$ cat config.mk
export PLATFORM = sky130hd
export DESIGN_NAME = ps2_mouse_device_command_engine_top_flat
export DESIGN_NICKNAME = d
export VERILOG_FILES = /design/src/ps2m_pkg.sv /design/src/ps2m_if.sv /design/src/ps2m_front.sv /design/src/ps2m_back.sv /design/src/ps2_mouse_device_command_engine_top.sv /design/src/flat_wrapper.sv
export VERILOG_INCLUDE_DIRS = /design/src /design/src/src
export SDC_FILE = /design/constraint.sdc
export NUM_CORES = 1
export LEC_CHECK = 0
export ABC_CLOCK_PERIOD_IN_PS = 7350
export BUFFER_PORTS_ARGS = -buffer_cell sky130_fd_sc_hd__buf_2
export CAP_MARGIN = 20
export CORE_MARGIN = 3
export CORE_UTILIZATION = 60
export DETAILED_ROUTE_END_ITERATION = 6
export GPL_ROUTABILITY_DRIVEN = 0
export HOLD_SLACK_MARGIN = 0.1
export PLACE_DENSITY_LB_ADDON = 0.2
export SYNTH_ARGS = -nofsm -noshare
export SYNTH_HDL_FRONTEND = slang
export SYNTH_HIERARCHICAL = 1
export SYNTH_SLANG_ARGS = --single-unit
$ cat constraint.sdc
create_clock -name clk -period 7.35 [get_ports clk]
set_clock_uncertainty 0.1 [all_clocks]
set_input_delay 0.735 -clock clk [delete_from_list [all_inputs] [get_ports clk]]
set_output_delay 0.735 -clock clk [all_outputs]
set_load 0.01 [all_outputs]
$ cat src/ps2_mouse_device_command_engine_top_macros.svh
// Assertion helpers; expect clk and rst_n in scope.
`ifndef PS2_MOUSE_DEVICE_COMMAND_ENGINE_TOP_MACROS_SVH
`define PS2_MOUSE_DEVICE_COMMAND_ENGINE_TOP_MACROS_SVH

`define PS2M_ASSERT_SAME(lbl, ante, cons) \
  lbl: assert property (@(posedge clk) disable iff (!rst_n) (ante) |-> (cons)) \
    else $error("ps2m assertion failed");

`define PS2M_ASSERT_NEXT(lbl, ante, cons) \
  lbl: assert property (@(posedge clk) disable iff (!rst_n) (ante) |=> (cons)) \
    else $error("ps2m assertion failed");

`endif

$ cat src/ps2m_pkg.sv
package ps2m_pkg;

  localparam int MAX_RES_CODE     = 3;
  localparam int RES_W            = $clog2(MAX_RES_CODE + 1);
  localparam int TICKS_PER_SECOND = 1000;
  localparam int QUEUE_DEPTH      = 2;

  localparam logic [1:0] KIND_CMD  = 2'd0;
  localparam logic [1:0] KIND_MOVE = 2'd1;
  localparam logic [1:0] KIND_TICK = 2'd2;

  localparam logic [7:0] CMD_RESET    = 8'hFF;
  localparam logic [7:0] CMD_RESEND   = 8'hFE;
  localparam logic [7:0] CMD_DEFAULTS = 8'hF6;
  localparam logic [7:0] CMD_REP_OFF  = 8'hF5;
  localparam logic [7:0] CMD_REP_ON   = 8'hF4;
  localparam logic [7:0] CMD_SET_RATE = 8'hF3;
  localparam logic [7:0] CMD_GET_ID   = 8'hF2;
  localparam logic [7:0] CMD_REMOTE   = 8'hF0;
  localparam logic [7:0] CMD_WRAP_OFF = 8'hEC;
  localparam logic [7:0] CMD_READ     = 8'hEB;
  localparam logic [7:0] CMD_STREAM   = 8'hEA;
  localparam logic [7:0] CMD_STATUS   = 8'hE9;
  localparam logic [7:0] CMD_SET_RES  = 8'hE8;
  localparam logic [7:0] CMD_SCALE2   = 8'hE7;
  localparam logic [7:0] CMD_SCALE1   = 8'hE6;
  localparam logic [7:0] CMD_WRAP     = 8'hEE;

  localparam logic [7:0] ACK_BYTE = 8'hFA;
  localparam logic [7:0] BAT_BYTE = 8'hAA;

  localparam logic [7:0] RST_RATE = 8'd100;
  localparam logic [1:0] RST_RES  = 2'd2;
  localparam logic [7:0] RST_ID   = 8'd0;

  localparam logic [1:0] REG_RATE = 2'd0;
  localparam logic [1:0] REG_RES  = 2'd1;
  localparam logic [1:0] REG_ID   = 2'd2;

  typedef enum logic [4:0] {
    OP_RESET, OP_DEFAULTS, OP_RESEND, OP_GET_ID, OP_STREAM, OP_REMOTE,
    OP_WRAP, OP_SCALE1, OP_SCALE2, OP_SET_RES, OP_SET_RATE, OP_REP_ON,
    OP_REP_OFF, OP_STATUS, OP_READ, OP_OTHER, OP_MOVE, OP_TICK, OP_NONE
  } op_t;

  typedef enum logic [1:0] {
    PEND_NONE, PEND_WRAP, PEND_RES, PEND_RATE
  } pend_t;

  typedef enum logic [2:0] {
    ST_IDLE, ST_EXEC, ST_TPROD, ST_TDEC, ST_SEND
  } state_t;

  typedef struct packed {
    op_t        op;
    logic [7:0] host_byte;
    logic [7:0] move_x;
    logic [7:0] move_y;
    logic [2:0] buttons;
  } item_t;

  typedef struct packed {
    logic [7:0]     def_rate;
    logic [1:0]     def_res;
    logic [7:0]     dev_id;
  } cfg_t;

endpackage

$ cat src/ps2m_if.sv
interface ps2m_in_if;
  logic              valid;
  logic              ready;
  logic [1:0]        kind;
  logic [7:0]        host_byte;
  logic signed [7:0] move_x;
  logic signed [7:0] move_y;
  logic              button_left;
  logic              button_right;
  logic              button_middle;

  modport source (output valid, kind, host_byte, move_x, move_y,
                  button_left, button_right, button_middle, input ready);
  modport sink   (input valid, kind, host_byte, move_x, move_y,
                  button_left, button_right, button_middle, output ready);
endinterface

interface ps2m_out_if;
  logic       valid;
  logic       ready;
  logic [7:0] out_byte;
  logic       last_byte;

  modport source (output valid, out_byte, last_byte, input ready);
  modport sink   (input valid, out_byte, last_byte, output ready);
endinterface

$ cat src/ps2m_front.sv
module ps2m_front (
  input  logic            clk,
  input  logic            rst_n,
  ps2m_in_if.sink         in_ch,
  output logic            deq_valid,
  input  logic            deq_ready,
  output ps2m_pkg::item_t deq_item
);

  localparam int PW = $clog2(ps2m_pkg::QUEUE_DEPTH);

  ps2m_pkg::item_t q_r [ps2m_pkg::QUEUE_DEPTH];
  logic [PW-1:0]   wp_r, rp_r;
  logic [PW:0]     cnt_r, cnt_nxt;
  ps2m_pkg::item_t cls;
  logic            push, pop;

  always_comb begin
    cls.host_byte = in_ch.host_byte;
    cls.move_x    = in_ch.move_x;
    cls.move_y    = in_ch.move_y;
    cls.buttons   = {in_ch.button_middle, in_ch.button_right, in_ch.button_left};
    case (in_ch.kind)
      ps2m_pkg::KIND_CMD: begin
        case (in_ch.host_byte)
          ps2m_pkg::CMD_RESET:    cls.op = ps2m_pkg::OP_RESET;
          ps2m_pkg::CMD_DEFAULTS: cls.op = ps2m_pkg::OP_DEFAULTS;
          ps2m_pkg::CMD_RESEND:   cls.op = ps2m_pkg::OP_RESEND;
          ps2m_pkg::CMD_GET_ID:   cls.op = ps2m_pkg::OP_GET_ID;
          ps2m_pkg::CMD_STREAM:   cls.op = ps2m_pkg::OP_STREAM;
          ps2m_pkg::CMD_REMOTE:   cls.op = ps2m_pkg::OP_REMOTE;
          ps2m_pkg::CMD_WRAP:     cls.op = ps2m_pkg::OP_WRAP;
          ps2m_pkg::CMD_SCALE1:   cls.op = ps2m_pkg::OP_SCALE1;
          ps2m_pkg::CMD_SCALE2:   cls.op = ps2m_pkg::OP_SCALE2;
          ps2m_pkg::CMD_SET_RES:  cls.op = ps2m_pkg::OP_SET_RES;
          ps2m_pkg::CMD_SET_RATE: cls.op = ps2m_pkg::OP_SET_RATE;
          ps2m_pkg::CMD_REP_ON:   cls.op = ps2m_pkg::OP_REP_ON;
          ps2m_pkg::CMD_REP_OFF:  cls.op = ps2m_pkg::OP_REP_OFF;
          ps2m_pkg::CMD_STATUS:   cls.op = ps2m_pkg::OP_STATUS;
          ps2m_pkg::CMD_READ:     cls.op = ps2m_pkg::OP_READ;
          default:                cls.op = ps2m_pkg::OP_OTHER;
        endcase
      end
      ps2m_pkg::KIND_MOVE: cls.op = ps2m_pkg::OP_MOVE;
      ps2m_pkg::KIND_TICK: cls.op = ps2m_pkg::OP_TICK;
      default:             cls.op = ps2m_pkg::OP_NONE;
    endcase
  end

  assign in_ch.ready = (cnt_r != (PW+1)'(ps2m_pkg::QUEUE_DEPTH));
  assign push        = in_ch.valid && in_ch.ready && (cls.op != ps2m_pkg::OP_NONE);
  assign deq_valid   = (cnt_r != '0);
  assign pop         = deq_valid && deq_ready;
  assign deq_item    = q_r[rp_r];

  always_comb begin
    cnt_nxt = cnt_r;
    if (push && !pop) begin
      cnt_nxt = cnt_r + 1'b1;
    end else if (pop && !push) begin
      cnt_nxt = cnt_r - 1'b1;
    end
  end

  always_ff @(posedge clk) begin
    if (!rst_n) begin
      wp_r  <= '0;
      rp_r  <= '0;
      cnt_r <= '0;
    end else begin
      cnt_r <= cnt_nxt;
      if (push) begin
        wp_r <= wp_r + 1'b1;
      end
      if (pop) begin
        rp_r <= rp_r + 1'b1;
      end
    end
  end

  always_ff @(posedge clk) begin
    if (push) begin
      q_r[wp_r] <= cls;
    end
  end

endmodule

$ cat src/ps2m_back.sv
`include "ps2_mouse_device_command_engine_top_macros.svh"

module ps2m_back (
  input  logic            clk,
  input  logic            rst_n,
  input  ps2m_pkg::cfg_t  cfg,
  input  logic            deq_valid,
  output logic            deq_ready,
  input  ps2m_pkg::item_t deq_item,
  ps2m_out_if.source      out_ch
);

  localparam int RW = ps2m_pkg::RES_W;
  localparam int PRW = 25;

  ps2m_pkg::state_t state_r, state_nxt;
  ps2m_pkg::item_t  item_r;
  ps2m_pkg::pend_t  pend_r, pend_nxt;
  logic             stream_r, stream_nxt;
  logic             report_r, report_nxt;
  logic             scale_r, scale_nxt;
  logic [7:0]       rate_r, rate_nxt;
  logic [RW-1:0]    res_r, res_nxt;
  logic [7:0]       hx_r, hx_nxt, hy_r, hy_nxt;
  logic [2:0]       hb_r, hb_nxt;
  logic             chg_r, chg_nxt;
  logic [15:0]      ms_r, ms_nxt;
  logic [7:0]       rep_r [4];
  logic [7:0]       rep_nxt [4];
  logic [2:0]       len_r, len_nxt;
  logic [1:0]       idx_r, idx_nxt;
  logic [PRW-1:0]   prod_r, prod_nxt;
  logic             ov_r, ov_nxt;
  logic [7:0]       ob_r, ob_nxt;
  logic             ol_r, ol_nxt;
  logic             go_send, send_pkt, load_out, is_last;
  logic [7:0]       rate_eff;
  logic [23:0]      pkt_s, pkt_d;
  logic [RW-1:0]    def_res_c;

  function automatic logic [7:0] mag(input logic [7:0] v);
    mag = v[7] ? 8'(9'h100 - {1'b0, v}) : v;
  endfunction

  function automatic logic [7:0] shrink(input logic [7:0] raw, input logic [RW-1:0] res);
    logic [7:0] m;
    int steps;
    m = mag(raw);
    steps = (int'(res) < ps2m_pkg::MAX_RES_CODE) ? (ps2m_pkg::MAX_RES_CODE - int'(res)) : 0;
    for (int i = 0; i < ps2m_pkg::MAX_RES_CODE; i++) begin
      if (i < steps) begin
        m = (m >> 1) | {7'd0, m[0]};
      end
    end
    shrink = raw[7] ? 8'(9'h100 - {1'b0, m}) : m;
  endfunction

  function automatic logic [7:0] dbl(input logic [7:0] m);
    case (m)
      8'd0:    dbl = 8'd0;
      8'd1:    dbl = 8'd1;
      8'd2:    dbl = 8'd1;
      8'd3:    dbl = 8'd3;
      8'd4:    dbl = 8'd6;
      8'd5:    dbl = 8'd9;
      default: dbl = m[7] ? 8'hFF : {m[6:0], 1'b0};
    endcase
  endfunction

  function automatic logic [23:0] packet(input logic [7:0] x, input logic [7:0] y,
                                         input logic [2:0] b, input logic two);
    logic [7:0] ax, ay, p0;
    ax = two ? dbl(mag(x)) : mag(x);
    ay = two ? dbl(mag(y)) : mag(y);
    p0 = {ay > 8'd128, ax > 8'd128, y[7], x[7], 1'b1, b[2], b[1], b[0]};
    packet = {p0,
              x[7] ? 8'(9'h100 - {1'b0, ax}) : ax,
              y[7] ? 8'(9'h100 - {1'b0, ay}) : ay};
  endfunction

  assign def_res_c = (int'(cfg.def_res) > ps2m_pkg::MAX_RES_CODE) ?
                     RW'(ps2m_pkg::MAX_RES_CODE) : RW'(cfg.def_res);
  assign rate_eff  = (rate_r == 8'd0) ? 8'd1 : rate_r;
  assign pkt_s     = packet(hx_r, hy_r, hb_r, 1'b0);
  assign pkt_d     = packet(hx_r, hy_r, hb_r, scale_r);
  assign send_pkt  = chg_r && stream_r && report_r && (pend_r == ps2m_pkg::PEND_NONE) &&
                     (prod_r > PRW'(ps2m_pkg::TICKS_PER_SECOND));
  assign load_out  = (state_r == ps2m_pkg::ST_SEND) && (!ov_r || out_ch.ready);
  assign is_last   = ({1'b0, idx_r} == (len_r - 3'd1));
  assign deq_ready = (state_r == ps2m_pkg::ST_IDLE);

  always_comb begin
    state_nxt = state_r;
    case (state_r)
      ps2m_pkg::ST_IDLE:  if (deq_valid) state_nxt = ps2m_pkg::ST_EXEC;
      ps2m_pkg::ST_EXEC: begin
        if (item_r.op == ps2m_pkg::OP_TICK) begin
          state_nxt = ps2m_pkg::ST_TPROD;
        end else begin
          state_nxt = go_send ? ps2m_pkg::ST_SEND : ps2m_pkg::ST_IDLE;
        end
      end
      ps2m_pkg::ST_TPROD: state_nxt = ps2m_pkg::ST_TDEC;
      ps2m_pkg::ST_TDEC:  state_nxt = send_pkt ? ps2m_pkg::ST_SEND : ps2m_pkg::ST_IDLE;
      ps2m_pkg::ST_SEND:  if (load_out && is_last) state_nxt = ps2m_pkg::ST_IDLE;
      default:            state_nxt = ps2m_pkg::ST_IDLE;
    endcase
  end

  always_comb begin
    pend_nxt   = pend_r;
    stream_nxt = stream_r;
    report_nxt = report_r;
    scale_nxt  = scale_r;
    rate_nxt   = rate_r;
    res_nxt    = res_r;
    hx_nxt     = hx_r;
    hy_nxt     = hy_r;
    hb_nxt     = hb_r;
    chg_nxt    = chg_r;
    ms_nxt     = ms_r;
    rep_nxt    = rep_r;
    len_nxt    = len_r;
    idx_nxt    = idx_r;
    prod_nxt   = prod_r;
    ov_nxt     = ov_r && !out_ch.ready;
    ob_nxt     = ob_r;
    ol_nxt     = ol_r;
    go_send    = 1'b0;
    case (state_r)
      ps2m_pkg::ST_EXEC: begin
        case (item_r.op)
          ps2m_pkg::OP_MOVE: begin
            hx_nxt  = shrink(item_r.move_x, res_r);
            hy_nxt  = shrink(item_r.move_y, res_r);
            hb_nxt  = item_r.buttons;
            chg_nxt = 1'b1;
          end
          ps2m_pkg::OP_TICK: begin
            if (ms_r != 16'hFFFF) ms_nxt = ms_r + 16'd1;
          end
          default: begin
            go_send    = 1'b1;
            len_nxt    = 3'd1;
            rep_nxt[0] = ps2m_pkg::ACK_BYTE;
            if (item_r.host_byte == ps2m_pkg::CMD_RESET) begin
              stream_nxt = 1'b1;
              report_nxt = 1'b0;
              scale_nxt  = 1'b0;
              rate_nxt   = cfg.def_rate;
              res_nxt    = def_res_c;
              pend_nxt   = ps2m_pkg::PEND_NONE;
              chg_nxt    = 1'b0;
              ms_nxt     = '0;
              rep_nxt[1] = ps2m_pkg::BAT_BYTE;
              rep_nxt[2] = cfg.dev_id;
              len_nxt    = 3'd3;
            end else if (pend_r == ps2m_pkg::PEND_WRAP) begin
              if (item_r.host_byte == ps2m_pkg::CMD_WRAP_OFF) begin
                pend_nxt = ps2m_pkg::PEND_NONE;
              end else begin
                rep_nxt[0] = item_r.host_byte;
              end
            end else if (pend_r == ps2m_pkg::PEND_RES) begin
              res_nxt  = (int'(item_r.host_byte) > ps2m_pkg::MAX_RES_CODE) ?
                         RW'(ps2m_pkg::MAX_RES_CODE) : RW'(item_r.host_byte);
              pend_nxt = ps2m_pkg::PEND_NONE;
            end else if (pend_r == ps2m_pkg::PEND_RATE) begin
              rate_nxt = item_r.host_byte;
              pend_nxt = ps2m_pkg::PEND_NONE;
            end else begin
              case (item_r.op)
                ps2m_pkg::OP_DEFAULTS: begin
                  stream_nxt = 1'b1;
                  report_nxt = 1'b0;
                  scale_nxt  = 1'b0;
                  rate_nxt   = cfg.def_rate;
                  res_nxt    = def_res_c;
                  chg_nxt    = 1'b0;
                  ms_nxt     = '0;
                end
                ps2m_pkg::OP_RESEND: begin
                  len_nxt = len_r;
                  rep_nxt = rep_r;
                  go_send = (len_r != 3'd0);
                end
                ps2m_pkg::OP_GET_ID: begin
                  rep_nxt[1] = cfg.dev_id;
                  len_nxt    = 3'd2;
                end
                ps2m_pkg::OP_STREAM:   stream_nxt = 1'b1;
                ps2m_pkg::OP_REMOTE:   stream_nxt = 1'b0;
                ps2m_pkg::OP_WRAP:     pend_nxt = ps2m_pkg::PEND_WRAP;
                ps2m_pkg::OP_SCALE1:   scale_nxt = 1'b0;
                ps2m_pkg::OP_SCALE2:   scale_nxt = 1'b1;
                ps2m_pkg::OP_SET_RES:  pend_nxt = ps2m_pkg::PEND_RES;
                ps2m_pkg::OP_SET_RATE: pend_nxt = ps2m_pkg::PEND_RATE;
                ps2m_pkg::OP_REP_ON:   report_nxt = 1'b1;
                ps2m_pkg::OP_REP_OFF:  report_nxt = 1'b0;
                ps2m_pkg::OP_STATUS: begin
                  rep_nxt[1] = {1'b0, !stream_r, report_r, scale_r, 1'b0,
                                hb_r[0], hb_r[2], hb_r[1]};
                  rep_nxt[2] = 8'(res_r);
                  rep_nxt[3] = rate_r;
                  len_nxt    = 3'd4;
                end
                ps2m_pkg::OP_READ: begin
                  rep_nxt[1] = pkt_s[23:16];
                  rep_nxt[2] = pkt_s[15:8];
                  rep_nxt[3] = pkt_s[7:0];
                  len_nxt    = 3'd4;
                end
                default: ;
              endcase
            end
          end
        endcase
      end
      ps2m_pkg::ST_TPROD: begin
        prod_nxt = PRW'(({1'b0, ms_r} + 17'd1) * rate_eff);
      end
      ps2m_pkg::ST_TDEC: begin
        if (send_pkt) begin
          chg_nxt    = 1'b0;
          ms_nxt     = '0;
          rep_nxt[0] = pkt_d[23:16];
          rep_nxt[1] = pkt_d[15:8];
          rep_nxt[2] = pkt_d[7:0];
          len_nxt    = 3'd3;
        end
      end
      ps2m_pkg::ST_SEND: begin
        if (load_out) begin
          ov_nxt  = 1'b1;
          ob_nxt  = rep_r[idx_r];
          ol_nxt  = is_last;
          idx_nxt = is_last ? 2'd0 : idx_r + 2'd1;
        end
      end
      default: ;
    endcase
  end

  always_ff @(posedge clk) begin
    if (!rst_n) begin
      state_r  <= ps2m_pkg::ST_IDLE;
      pend_r   <= ps2m_pkg::PEND_NONE;
      stream_r <= 1'b1;
      report_r <= 1'b0;
      scale_r  <= 1'b0;
      rate_r   <= ps2m_pkg::RST_RATE;
      res_r    <= RW'(ps2m_pkg::RST_RES);
      hx_r     <= '0;
      hy_r     <= '0;
      hb_r     <= '0;
      chg_r    <= 1'b0;
      ms_r     <= '0;
      rep_r    <= '{default: '0};
      len_r    <= '0;
      idx_r    <= '0;
      ov_r     <= 1'b0;
    end else begin
      state_r  <= state_nxt;
      pend_r   <= pend_nxt;
      stream_r <= stream_nxt;
      report_r <= report_nxt;
      scale_r  <= scale_nxt;
      rate_r   <= rate_nxt;
      res_r    <= res_nxt;
      hx_r     <= hx_nxt;
      hy_r     <= hy_nxt;
      hb_r     <= hb_nxt;
      chg_r    <= chg_nxt;
      ms_r     <= ms_nxt;
      rep_r    <= rep_nxt;
      len_r    <= len_nxt;
      idx_r    <= idx_nxt;
      ov_r     <= ov_nxt;
    end
  end

  always_ff @(posedge clk) begin
    prod_r <= prod_nxt;
    ob_r   <= ob_nxt;
    ol_r   <= ol_nxt;
    if (deq_valid && deq_ready) begin
      item_r <= deq_item;
    end
  end

  assign out_ch.valid     = ov_r;
  assign out_ch.out_byte  = ob_r;
  assign out_ch.last_byte = ol_r;

  `PS2M_ASSERT_SAME(a_res_range, 1'b1, int'(res_r) <= ps2m_pkg::MAX_RES_CODE)
  `PS2M_ASSERT_SAME(a_send_len, state_r == ps2m_pkg::ST_SEND, len_r != 3'd0)
  `PS2M_ASSERT_NEXT(a_pkt_clear, (state_r == ps2m_pkg::ST_TDEC) && send_pkt, (ms_r == 16'd0) && !chg_r)

endmodule

$ cat src/ps2_mouse_device_command_engine_top.sv
// channel | dir | transfer
// in_ch   | in  | one host byte, movement update or ms tick
// out_ch  | out | one reply byte, last_byte on the final byte of a run
// cfg_*   | in  | APB register write/read, always ready
// Back-end steps: move IDLE, EXEC; command IDLE, EXEC, SEND (reply bytes);
// tick IDLE, EXEC, TPROD, TDEC, SEND on a packet. Dequeues only in IDLE.
// A 2-entry queue lets input transfers continue while replies stall on out_ch.
// rst_n is synchronous; reset loads register defaults and clears the queue.
module ps2_mouse_device_command_engine_top (
  input  logic        clk,
  input  logic        rst_n,
  ps2m_in_if.sink     in_ch,
  ps2m_out_if.source  out_ch,
  input  logic        cfg_psel,
  input  logic        cfg_penable,
  input  logic        cfg_pwrite,
  input  logic [3:0]  cfg_paddr,
  input  logic [31:0] cfg_pwdata,
  output logic [31:0] cfg_prdata,
  output logic        cfg_pready
);

  ps2m_pkg::cfg_t  cfg_r;
  ps2m_pkg::item_t deq_item;
  logic            deq_valid, deq_ready, wr;

  assign cfg_pready = 1'b1;
  assign wr = cfg_psel && cfg_penable && cfg_pwrite;

  always_ff @(posedge clk) begin
    if (!rst_n) begin
      cfg_r.def_rate <= ps2m_pkg::RST_RATE;
      cfg_r.def_res  <= ps2m_pkg::RST_RES;
      cfg_r.dev_id   <= ps2m_pkg::RST_ID;
    end else if (wr) begin
      case (cfg_paddr[3:2])
        ps2m_pkg::REG_RATE: cfg_r.def_rate <= cfg_pwdata[7:0];
        ps2m_pkg::REG_RES:  cfg_r.def_res  <= cfg_pwdata[1:0];
        ps2m_pkg::REG_ID:   cfg_r.dev_id   <= cfg_pwdata[7:0];
        default: ;
      endcase
    end
  end

  always_comb begin
    case (cfg_paddr[3:2])
      ps2m_pkg::REG_RATE: cfg_prdata = {24'd0, cfg_r.def_rate};
      ps2m_pkg::REG_RES:  cfg_prdata = {30'd0, cfg_r.def_res};
      ps2m_pkg::REG_ID:   cfg_prdata = {24'd0, cfg_r.dev_id};
      default:            cfg_prdata = '0;
    endcase
  end

  ps2m_front u_front (
    .clk       (clk),
    .rst_n     (rst_n),
    .in_ch     (in_ch),
    .deq_valid (deq_valid),
    .deq_ready (deq_ready),
    .deq_item  (deq_item)
  );

  ps2m_back u_back (
    .clk       (clk),
    .rst_n     (rst_n),
    .cfg       (cfg_r),
    .deq_valid (deq_valid),
    .deq_ready (deq_ready),
    .deq_item  (deq_item),
    .out_ch    (out_ch)
  );

endmodule
$ cat src/flat_wrapper.sv
// flat-port wrapper written by rule: the top's interface ports become plain ports
module ps2_mouse_device_command_engine_top_flat 
  (clk, rst_n, cfg_psel, cfg_penable, cfg_pwrite, cfg_paddr, cfg_pwdata, cfg_prdata, cfg_pready, in_ch_valid, in_ch_kind, in_ch_host_byte, in_ch_move_x, in_ch_move_y, in_ch_button_left, in_ch_button_right, in_ch_button_middle, in_ch_ready, out_ch_valid, out_ch_out_byte, out_ch_last_byte, out_ch_ready);
  ps2m_in_if in_ch_i ();
  ps2m_out_if out_ch_i ();
  input  logic clk;
  input  logic rst_n;
  input  logic cfg_psel;
  input  logic cfg_penable;
  input  logic cfg_pwrite;
  input  logic [3:0] cfg_paddr;
  input  logic [31:0] cfg_pwdata;
  output logic [31:0] cfg_prdata;
  output logic cfg_pready;
  input wire logic [$bits(in_ch_i.valid)-1:0] in_ch_valid;
  input wire logic [$bits(in_ch_i.kind)-1:0] in_ch_kind;
  input wire logic [$bits(in_ch_i.host_byte)-1:0] in_ch_host_byte;
  input wire logic [$bits(in_ch_i.move_x)-1:0] in_ch_move_x;
  input wire logic [$bits(in_ch_i.move_y)-1:0] in_ch_move_y;
  input wire logic [$bits(in_ch_i.button_left)-1:0] in_ch_button_left;
  input wire logic [$bits(in_ch_i.button_right)-1:0] in_ch_button_right;
  input wire logic [$bits(in_ch_i.button_middle)-1:0] in_ch_button_middle;
  output wire logic [$bits(in_ch_i.ready)-1:0] in_ch_ready;
  output wire logic [$bits(out_ch_i.valid)-1:0] out_ch_valid;
  output wire logic [$bits(out_ch_i.out_byte)-1:0] out_ch_out_byte;
  output wire logic [$bits(out_ch_i.last_byte)-1:0] out_ch_last_byte;
  input wire logic [$bits(out_ch_i.ready)-1:0] out_ch_ready;
  assign in_ch_i.valid = in_ch_valid;
  assign in_ch_i.kind = in_ch_kind;
  assign in_ch_i.host_byte = in_ch_host_byte;
  assign in_ch_i.move_x = in_ch_move_x;
  assign in_ch_i.move_y = in_ch_move_y;
  assign in_ch_i.button_left = in_ch_button_left;
  assign in_ch_i.button_right = in_ch_button_right;
  assign in_ch_i.button_middle = in_ch_button_middle;
  assign in_ch_ready = in_ch_i.ready;
  assign out_ch_valid = out_ch_i.valid;
  assign out_ch_out_byte = out_ch_i.out_byte;
  assign out_ch_last_byte = out_ch_i.last_byte;
  assign out_ch_i.ready = out_ch_ready;
  ps2_mouse_device_command_engine_top u_core (.clk(clk), .rst_n(rst_n), .in_ch(in_ch_i), .out_ch(out_ch_i), .cfg_psel(cfg_psel), .cfg_penable(cfg_penable), .cfg_pwrite(cfg_pwrite), .cfg_paddr(cfg_paddr), .cfg_pwdata(cfg_pwdata), .cfg_prdata(cfg_prdata), .cfg_pready(cfg_pready));
endmodule
Yosys cells after proc, flatten, opt, wreduce, memory -nomap -nowiden --
Memory sizes are Yosys's and may differ from the RTL's. A register that Yosys moved wholly into a read port is not among the register bits. Index checks and enable logic that the tools add are counted.
Storage, ports and cells: output and inout port bits 44, logic and storage cells 352, register bits after elaboration 148, bits of input ports 72, memories kept 1, RAM bits 64
Operators by class: $add $sub $neg 19, bitwise gates (word level) 12, multiplexer cells 133, order comparisons 11, equal/unequal tests 84, multiply operators 1, reduce and logical (&&, ||, !) cells 63
Memory list:
- u_core.u_front.q_r | depth 2, bits a word 32, read ports 1, clocked after Yosys merged registers in 1, write ports 1, RTL line ps2m_front.sv:12 | ps2m_pkg::item_t q_r [ps2m_pkg::QUEUE_DEPTH];
Operators by type and width (count):
- $mux 8 | 45
- $eq 8x8->1 const B | 17
- $mux 16 | 8
- $mux 32 | 4
- $pmux 16 s2 | 3
- $pmux 8 s5 | 2
- $sub 1x8->8 const A | 10
- $pmux 4 s15 | 1
- $mux 24 | 2
- $pmux 24 s2 | 1
- $pmux 8 s3 | 2
- $or 7x1->7 | 6
- $eq 5x4->1 const B | 7
- $mux 3 | 11
- $eq 8x2->1 const B | 4
- $eq 8x3->1 const B | 4
- $gt 8x8->1 const B | 4
- $lt 1x32->1 const A | 1
- $lt 2x32->1 const A | 1
- $lt 3x32->1 const A | 1
- $mux 1 | 29
- $mux 2 | 14
- $reduce_and 7->1 | 4
- $gt 25x10->1 const B | 1
- other kinds (57) | 141

Longest topological paths before layout --
Gate-level depths: netlist of run 1.
depth in word-level cells 16, gate-level depth with buffers 22, gate-level depth less buffers 22

By module --
Netlist of run 1, hierarchy kept.
Modules (own cells, without submodules):
- ps2m_back | area each 14148.6 sq um, times used 1, seq. area each 3823.7 sq um, cells each 1641
- ps2m_front | area each 2845.2 sq um, times used 1, seq. area each 2021.9 sq um, cells each 169
- ps2_mouse_device_command_engine_top | area each 1072.3 sq um, times used 1, seq. area each 360.3 sq um, cells each 122

Worst setup path before layout of run 1 --
OpenSTA, ideal clock, no wires.
path kind register to register, from register u_core.u_back.ms_r[2], to register u_core.u_back.prod_r[21], data pin, cell stages (with the launch flop) 21, data arrival time 5.725 ns, path buffers 0, period minus slack after synthesis 6.084 ns, setup slack 1.266 ns, setup time 0.258 ns, data required time 6.992 ns, path through dfxtp_1 > and3_1 > and3_1 > nand3_1 > nor3_1 > nand3_1 > xor2_1 > nor2b_1 > fa_1 > fa_1 > fa_1 > inv_1 > fa_1 > inv_1 > ha_1 > or3_1 > a2111oi_0 > nor2_1 > a211o_1 > a21oi_1 > xnor2_1
Between the ends: longest elaborated chain between the ends 2
RTL lines:
- start: declaration | RTL line ps2m_back.sv:27 | logic [15:0] ms_r, ms_nxt;
- start signal: assignment | RTL line ps2m_back.sv:274 | ms_r <= ms_nxt;
- $add 16x1->17 | RTL line ps2m_back.sv:220 | prod_nxt = PRW'(({1'b0, ms_r} + 17'd1) * rate_eff);
- $mul 17x8->25 | RTL line ps2m_back.sv:220
- end signal: assignment | RTL line ps2m_back.sv:283 | prod_r <= prod_nxt;
- end: declaration | RTL line ps2m_back.sv:32 | logic [PRW-1:0] prod_r, prod_nxt;
No other way between the ends. A chain may end at the register's enable or synchronous reset.

Final worst setup path of run 1 --
from register u_core.u_back.ms_r[0], to register u_core.u_back.prod_r[23], data pin
Same word-level chain as after synthesis.

==> results.yml, run 1 <==
synth:
  synth_flop_cell: "edfxtp_1"
  synth_fa_ha_area_frac: 0.144
  ys_types: 99
  yosys.area_share.simple: 0.199
  synth-xor-area-share: 0.0431
  syn_inst: 1932
  synth_top_family_by_area: "simple AND/OR/NAND/NOR gates"
  synth-compound-area-share: 0.142
  synth_async_sr_flop_share: 0
  synth_edf_count: 130
  synthMuxAreaShare: 0.0641
  synth.avg_cell_area_um2: 9.35
  synth-seq-cells: 245
  synth_area_mm2: 0.0181
  ys.warnings.count: 6
  seq_area_frac_synth: 0.344
timing:
  relSlewSlack: 0.308
  post-route-min-period_ps: 6850
  hold_viol_final: 0
  setup_viol: 0
  rsz0062_at_grt: "false"
  fin_crit_sh: 0.933
  worstMarginPinSlew_ps: 1040
  maxSlewViolCount: 0
  fin_setup_tns_ps: 0
  fmax_mhz: 146
critical_path:
  required_ps: 7540
  cp.arrival_ps: 7050
  crit_type: "register to register"
  critPathLaunchType: "register"
  endpoint_kind: "register"
  path_max_fanout: 13
  ff2ff_path_depth: 20
cells_and_area:
  layout_commonest_cell: "nor2_1"
  final_cell_mix: "167 x nor2_1, 139 x nand2_1, 130 x edfxtp_1"
  nets: 2164
  area_growth_pct: 6.94
  layout-drive-gt1-share: 0.100
  fillers: 2382
  num_antenna_cells: 0
drt:
  drt_iter0_drc: 1412
  wl_per_cell_um: 17.9
  drc: 0
  dr_total_vias: 14100
  dr.pass1.iters: 6
  routed_wl_um: 41800
  via_per_inst: 6.03
  ant_nets: 0
floorplanning:
  die_h_um: 180
  rows: 62
  io_pins: 116
  dieArea_mm2: 0.0322
  coreArea_mm2: 0.0292
  die_width_um: 180
  start_util: 0.619
cts:
  clk_pin_slew_ps: 60
  clk_latency_ps: 570
  cts-buffers-inserted: 27
  cts_hold_buffers: 0
  post-cts-setup-buffer-count: 0
  cts_resized: 0
  cts_sinks: 245
  cts_tree: "built"
  clockBufferDepth: 3
  htree_levels: 1
  root_buffer: "clkbuf_16"
grt:
  grtUsageTotal: 0.258
  antenna_found_initial: 0
  overflow: 0
  grt_pass1_vias: 13900
  grt_pass1_wl_um: 70200
  grt_max_degree: 48
status:
  status: "finished clean"
pwr:
  leakage_nw: 7.62
  finalPower_mw: 4.46
  max-vdd-ir-drop_v: 0.000230
  power_density_mw_per_mm2: 231
placed_design:
  hpwl_um: 30000
  io_buffers: 64
worst_hold_path:
  hp-class: "input port to register"
  holdPathStages: 1
flow_run:
  maxCapViolCount: 0
[cell type report]
| type | instances | area, um^2 | area share |
|---|---|---|---|
| multi-input combinational | 1444 | 10800 | 0.559 |
| sequential | 245 | 6210 | 0.321 |
| clock buffer | 34 | 712 | 0.0368 |
| timing repair buffer | 89 | 508 | 0.0263 |
| inverter | 131 | 492 | 0.0255 |
| tap | 384 | 480 | 0.0249 |
| clock inverter | 16 | 123 | 0.00635 |
[sequential cells by signal (all words and copies together), names as in the netlist, 16 cells and up, named ones only]
name                  cells
u_core/u_back/prod_r     25
u_core/u_back/item_r     32
u_core/u_back/ms_r       16
u_core/u_front/q_r       64
u_core/cfg_r             18
u_core/u_back/rep_r      32
[per-layer routing]
metal  part of all wire  track usage  vias to the layer above
li1                   -            -                     6719
met1               0.45        0.383                     6792
met2               0.45        0.409                      551
met3              0.088       0.0352                       58
met4              0.017       0.0498                        0
met5                  0            0                        -
[kinds of logic after synthesis]
family / Yosys count
compound gates: 384
xor+xnor: 89
fa+ha+maj: 154
buf+inv: 266
flops: 245
mux: 95
other cells: 2
simple gates: 697
[cell usage after synthesis (52+ instances only)]
library cell    n  area (um^2)
nor2_1        168          631
ha_1           64          801
a21oi_1        96          480
nor3_1         52          260
inv_1         126          473
xnor2_1        64          561
fa_1           90         1800
nand2_1       139          522
dfxtp_1       115         2300
clkbuf_1       78          293
edfxtp_1      130         3900
nor2b_1       128          801
o21ai_0        98          490
[final timing paths]
kind | slack, ps | startpoint | to
worst min-delay path | 250 | in_ch_move_x[7] | u_core/u_front/q_r[0][18]
worst max register to register | 500 | u_core/u_back/ms_r[0] | u_core/u_back/prod_r[23]
worst max-delay path | 500 | u_core/u_back/ms_r[0] | u_core/u_back/prod_r[23]
worst min register to register | 380 | u_core/cfg_r[10] | u_core/cfg_r[10]
[worst max-delay path, stage by stage (launching register included)]
cell and delay [ps]:
dfxtp_1 580, ha_1 320, and3_1 300, nand2_1 110
nor3_1 520, xnor2_1 460, nor2b_1 160, fa_1 580
fa_1 460, fa_1 550, inv_1 50, fa_1 530
inv_1 40, ha_1 230, or3_1 360, a2111oi_0 360
buf_4 200, o31ai_1 70, a21oi_1 290, o21ai_0 170
xnor2_1 140
[through the flow]
| step | hold WS [ps] | setup WS (ps) | cell area, um^2 | cells | util |
|---|---|---|---|---|---|
| finish | 251 | 495 | 19300 | 2343 | 0.662 |
| global route | 249 | 94.4 | 19300 | 2343 | 0.662 |
| CTS | 239 | 498 | 19300 | 2342 | 0.662 |
| detailed placement | 374 | 555 | 18500 | 2292 | 0.633 |
| global placement | 360 | 663 | 18500 | 2292 | 0.633 |
| floorplan | 344 | 1270 | 18200 | 1955 | - |
[report_power, final]
| part | switching (mW) | total (mW) | internal [mW] |
|---|---|---|---|
| clock network | 0.572 | 1.27 | 0.699 |
| registers | 0.233 | 1.94 | 1.71 |
| logic | 0.729 | 1.25 | 0.524 |
| total | 1.54 | 4.46 | 2.93 |
Note: power is estimated with default switching activity, not from simulation.
==> inputs of run 2 (changes only) <==
--- a/config.mk
+++ b/config.mk
@@ -6,6 +6,7 @@
 export SDC_FILE = /design/constraint.sdc
 export NUM_CORES = 1
 export LEC_CHECK = 0
+export ABC_AREA = 1
 export ABC_CLOCK_PERIOD_IN_PS = 7350
 export BUFFER_PORTS_ARGS = -buffer_cell sky130_fd_sc_hd__buf_2
 export CAP_MARGIN = 20
==> results.yml, run 2 <==
drt:
  via_per_inst: 5.71
  dr.pass1.iters: 6
  dr_total_vias: 15000
  drc: 0
  wl_per_cell_um: 16.3
  drt_iter0_drc: 1442
  routed_wl_um: 42700
  ant_nets: 0
grt:
  grtUsageTotal: 0.273
  grt_max_degree: 79
  overflow: 0
  grt_pass1_wl_um: 70600
  antenna_found_initial: 0
  grt_pass1_vias: 14400
cells_and_area:
  largest_register: "u_core/u_front/q_r"
  area_growth_pct: 8.33
  largest_reg_flops: 64
  layout_commonest_cell: "nor2_1"
  reg_top3: "u_core/u_front/q_r (64), u_core/u_back/item_r (32), u_core/u_back/rep_r (32)"
  nets: 2439
  stdcell_count: 2617
  final_cell_mix: "309 x nor2_1, 306 x nand2_1, 293 x inv_1"
  layout-drive-gt1-share: 0.139
  num_antenna_cells: 0
timing:
  post-route-min-period_ps: 6630
  fmax_mhz: 151
  maxSlewViolCount: 0
  worstMarginPinSlew_ps: 1040
  hold_viol_final: 0
  fin_ws_ps: 717
  rsz0062_at_grt: "false"
  fin_setup_tns_ps: 0
  relSlewSlack: 0.309
  fin_crit_sh: 0.902
  setup_viol: 0
cts:
  cts_sinks: 245
  post-cts-setup-buffer-count: 0
  cts_hold_buffers: 0
  clockBufferDepth: 3
  root_buffer: "clkbuf_16"
  clk_latency_ps: 550
  clk_pin_slew_ps: 60
  cts-buffers-inserted: 26
  cts_tree: "built"
  cts_resized: 0
  htree_levels: 1
placed_design:
  pre_cts_ws_ps: 798
  hpwl_um: 31300
  io_buffers: 64
  dp.cells: 2569
pwr:
  max-vdd-ir-drop_v: 0.000227
  intPower_mw: 3.71
  power_switching_mw: 2.49
  leakage_nw: 8.71
  comb_power_share: 0.433
  seqPwrFrac: 0.327
  sw_frac_of_total: 0.402
  power_density_mw_per_mm2: 321
  clkPwrFrac: 0.240
critical_path:
  required_ps: 7560
  crit_type: "register to register"
  r2r_end: "u_core/u_back/prod_r[22]"
  critPathLaunchType: "register"
  crit_path_top_delay_cell: "o311ai_0"
  crit_top_cell: "nand2_1"
  ff2ff_path_depth: 29
  cp.arrival_ps: 6840
  r2r_start: "u_core/u_back/ms_r[0]"
  endpoint_kind: "register"
  r2r_slack_ps: 720
  crit_path_max_incr_delay_ps: 630
  path_max_fanout: 9
synth:
  synth_top_area_frac: 0.219
  synth_async_sr_flop_share: 0
  synth_top_cell_by_area: "edfxtp_1"
  yosys-top-cells-area: "edfxtp_1 22%, dfxtp_1 13%, fa_1 10%"
  synth_edf_count: 130
  synth_most_common_cell: "nor2_1"
  synth_flop_cell: "edfxtp_1"
  synth_area_mm2: 0.0178
  ys_types: 68
  synth.avg_cell_area_um2: 8.18
  ys.warnings.count: 6
  syn_inst: 2176
  yosys-top-cells-count: "312 x nor2_1, 306 x nand2_1, 293 x inv_1"
  synth-seq-cells: 245
  seq_area_frac_synth: 0.349
floorplanning:
  io_pins: 116
  dieArea_mm2: 0.0318
  die_width_um: 178
  start_util: 0.614
  die_h_um: 178
  coreArea_mm2: 0.0290
  rows: 62
worst_hold_path:
  hp-class: "input port to register"
  min_delay_worst_endpoint: "u_core/u_front/q_r[1][9]"
  worstHoldStart: "in_ch_move_y[6]"
  holdPathStages: 1
status:
  status: "finished clean"
flow_run:
  maxCapViolCount: 0
run 2: cell types whose count changed after synthesis, sizes merged, moves of 46 or more:
cell	previous run	this run
inv	128	323
mux2i	46	0
nand2	140	334
nand3	49	132
nor2	168	346
nor2b	128	0
xnor2	64	13
run 2: layout make-up:
class                      instances  area, um^2
timing repair buffer              79         433
multi-input combinational       1529        9920
clock inverter                    15         256
fill                            2423        9720
sequential                       245        6210
clock buffer                      33         743
tap                              384         480
inverter                         332        1250
run 2: worst max-delay path: cells and delay by family, from the launching register on:
family	cells	cell delay [ps]
AO/OA/AOI/OAI	1	630
buffers and inverters	5	280
adder cells (fa/ha/maj)	6	2700
flip-flops	1	510
XOR/XNOR	2	530
AND/OR/NAND/NOR	15	1620
run 2: worst max path at each step:
stage | from | endpoint | slack (ps) | cells after the start
finish | u_core/u_back/ms_r[0] | u_core/u_back/prod_r[22] | 720 | 29
global route | u_core/u_back/ms_r[0] | u_core/u_back/prod_r[22] | 250 | 29
CTS | u_core/u_back/ms_r[0] | u_core/u_back/prod_r[22] | 780 | 29
detailed placement | u_core/u_back/ms_r[0] | u_core/u_back/prod_r[22] | 800 | 29
global placement | u_core/u_back/ms_r[0] | u_core/u_back/prod_r[23] | 1000 | 29
floorplan | u_core/u_back/ms_r[0] | u_core/u_back/prod_r[21] | 1600 | 28
run 2: logic make-up after synthesis:
group,count (synthesis),synth area share
simple gates,879,0.227
buf+inv,425,0.0999
compound gates,391,0.133
flops,245,0.349
fa+ha+maj,154,0.146
xor+xnor,48,0.0249
mux,32,0.0202
other cells,2,0.000422
run 2: power by group through the flow:
stage	logic, mW	registers, mW	clock network (mW)
4_1_cts	2.67	2.02	1.51
3_5_place_dp	2.65	2.05	0
3_3_place_gp	2.55	2.04	0
2_1_floorplan	2.14	1.97	0
5_1_grt	3.06	2.05	1.57
6_report	2.68	2.03	1.49
run 2: per-stage QoR:
step           total power [mW]  hold WS (ps)   util  instance area [um^2]
6_report                   6.20           272  0.665                 19300
5_1_grt                    6.69           249  0.665                 19300
4_1_cts                    6.20           248  0.665                 19300
3_5_place_dp               4.69           360  0.630                 18300
3_3_place_gp               4.59           352  0.630                 18300
2_1_floorplan              4.11           340      -                 17900
run 2: per-layer routing:
metal | GRT usage | vias up | part of all wire
li1 | - | 7200 | -
met1 | 0.393 | 7075 | 0.44
met2 | 0.434 | 593 | 0.45
met3 | 0.0415 | 87 | 0.089
met4 | 0.0734 | 0 | 0.025
met5 | 0 | - | 0
==> inputs of run 3 (changes only) <==
--- a/config.mk
+++ b/config.mk
@@ -10,6 +10,7 @@
 export ABC_CLOCK_PERIOD_IN_PS = 7350
 export BUFFER_PORTS_ARGS = -buffer_cell sky130_fd_sc_hd__buf_2
 export CAP_MARGIN = 20
+export CORE_ASPECT_RATIO = 0.75
 export CORE_MARGIN = 3
 export CORE_UTILIZATION = 60
 export DETAILED_ROUTE_END_ITERATION = 6
==> results.yml, run 3 (synthesis gave the netlist of run 2 again) <==
status:
  status: "finished, violations left"
  violations: "design-rule violations"
drt:
  ant_nets: 0
  dr_total_vias: 15000
  wl_per_cell_um: 16.4
  drc: 1
  drt_iter0_drc: 1567
  routed_wl_um: 43100
  dr.pass1.iters: 7
  via_per_inst: 5.73
worst_hold_path:
  worstHoldStart: "in_ch_move_x[2]"
  min_delay_worst_endpoint: "u_core/u_front/q_r[1][13]"
  hp-class: "input port to register"
  holdPathStages: 1
critical_path:
  r2r_slack_ps: 620
  path_max_fanout: 9
  critPathLaunchType: "register"
  cp.arrival_ps: 6930
  r2r_end: "u_core/u_back/prod_r[21]"
  crit_path_max_incr_delay_ps: 550
  crit_top_cell: "inv_1"
  required_ps: 7540
  ff2ff_path_depth: 28
  endpoint_kind: "register"
  r2r_start: "u_core/u_back/ms_r[0]"
  crit_path_top_delay_cell: "fa_1"
  crit_type: "register to register"
cts:
  cts_tree: "built"
  clockBufferDepth: 3
  clk_latency_ps: 540
  cts_hold_buffers: 0
  root_buffer: "clkbuf_16"
  htree_levels: 1
  cts_resized: 0
  post-cts-setup-buffer-count: 0
  clk_pin_slew_ps: 60
  cts_sinks: 245
  cts-buffers-inserted: 25
floorplanning:
  coreArea_mm2: 0.0286
  die_width_um: 205
  start_util: 0.623
  io_pins: 116
  rows: 53
  dieArea_mm2: 0.0318
  die_h_um: 155
pwr:
  leakage_nw: 8.66
  power_density_mw_per_mm2: 315
  max-vdd-ir-drop_v: 0.000345
grt:
  overflow: 0
  grt_pass1_wl_um: 70900
  antenna_found_initial: 0
  grt_max_degree: 79
  grtUsageTotal: 0.274
  grt_pass1_vias: 14000
cells_and_area:
  nets: 2442
  fillers: 2321
  final_util: 0.671
  area_growth_pct: 7.69
  num_antenna_cells: 0
  largest_reg_flops: 64
  layout-drive-gt1-share: 0.138
  final_cell_mix: "309 x nor2_1, 306 x nand2_1, 293 x inv_1"
  largest_register: "u_core/u_front/q_r"
  reg_top3: "u_core/u_front/q_r (64), u_core/u_back/item_r (32), u_core/u_back/rep_r (32)"
  layout_commonest_cell: "nor2_1"
timing:
  fin_setup_tns_ps: 0
  relSlewSlack: 0.324
  maxSlewViolCount: 0
  worstMarginPinSlew_ps: 1010
  fin_crit_sh: 0.916
  hold_viol_final: 0
  rsz0062_at_grt: "false"
  fmax_mhz: 149
  post-route-min-period_ps: 6730
  setup_viol: 0
flow_run:
  maxCapViolCount: 0
placed_design:
  hpwl_um: 32600
  io_buffers: 64
-- run 3: changes by cell type in the layout (fill, tap and decap cells not counted), moves of 2 or more --
cell       change
buf_4          +4
clkinv_1       +3
inv_8          +2
clkbuf_16      -3
bufinv_16      -3
-- run 3: worst max-delay path by stage --
stage                                     start                  endpoint  slack (ps)  cells after the start
after floorplan           u_core/u_back/ms_r[0]  u_core/u_back/prod_r[21]        1600                     28
after global placement    u_core/u_back/ms_r[0]  u_core/u_back/prod_r[23]         750                     28
after detailed placement  u_core/u_back/ms_r[0]  u_core/u_back/prod_r[23]         680                     28
after CTS                 u_core/u_back/ms_r[0]  u_core/u_back/prod_r[23]         640                     28
after global routing      u_core/u_back/ms_r[0]  u_core/u_back/prod_r[23]          30                     28
final                     u_core/u_back/ms_r[0]  u_core/u_back/prod_r[21]         620                     28
-- run 3: area by class of cell --
class	count	area (um^2)	share of cell area
inverter	332	1250	0.0652
clock buffer	30	664	0.0347
timing repair buffer	83	463	0.0241
tap	385	482	0.0251
multi-input combinational	1529	9920	0.517
clock inverter	16	189	0.00985
sequential	245	6210	0.324
-- run 3: critical path: cells and delay by family (launching register included) --
family	cells	cell delay [ps]
adder cells (fa/ha/maj)	6	2640
AO/OA/AOI/OAI	6	1500
AND/OR/NAND/NOR	8	790
XOR/XNOR	2	590
flip-flops	1	500
buffers and inverters	6	370
-- run 3: metrics by stage --
| step | setup WS, ps | cell area (um^2) | hold slack [ps] | total power [mW] | instances |
|---|---|---|---|---|---|
| final | 620 | 19200 | 278 | 6.05 | 2620 |
| after global routing | 27.3 | 19200 | 264 | 6.53 | 2620 |
| after CTS | 639 | 19200 | 259 | 6.04 | 2620 |
| after detailed placement | 680 | 18300 | 356 | 4.70 | 2574 |
| after global placement | 754 | 18300 | 354 | 4.61 | 2574 |
| after floorplan | 1600 | 17900 | 340 | 4.11 | 2199 |
-- run 3: where the power goes --
group / switching (mW) / internal (mW) / total (mW)
combinational: 1.74 / 0.954 / 2.69
clock: 0.558 / 0.763 / 1.32
sequential: 0.211 / 1.82 / 2.03
total: 2.51 / 3.54 / 6.05
-- run 3: layer usage --
layer / vias to the layer above / global-route usage / wire length [um]
met4: 0 / 0.0449 / 548
met3: 53 / 0.0506 / 4800
met1: 7016 / 0.431 / 20000
li1: 7216 / - / -
met5: - / 0 / 0
met2: 740 / 0.399 / 17800
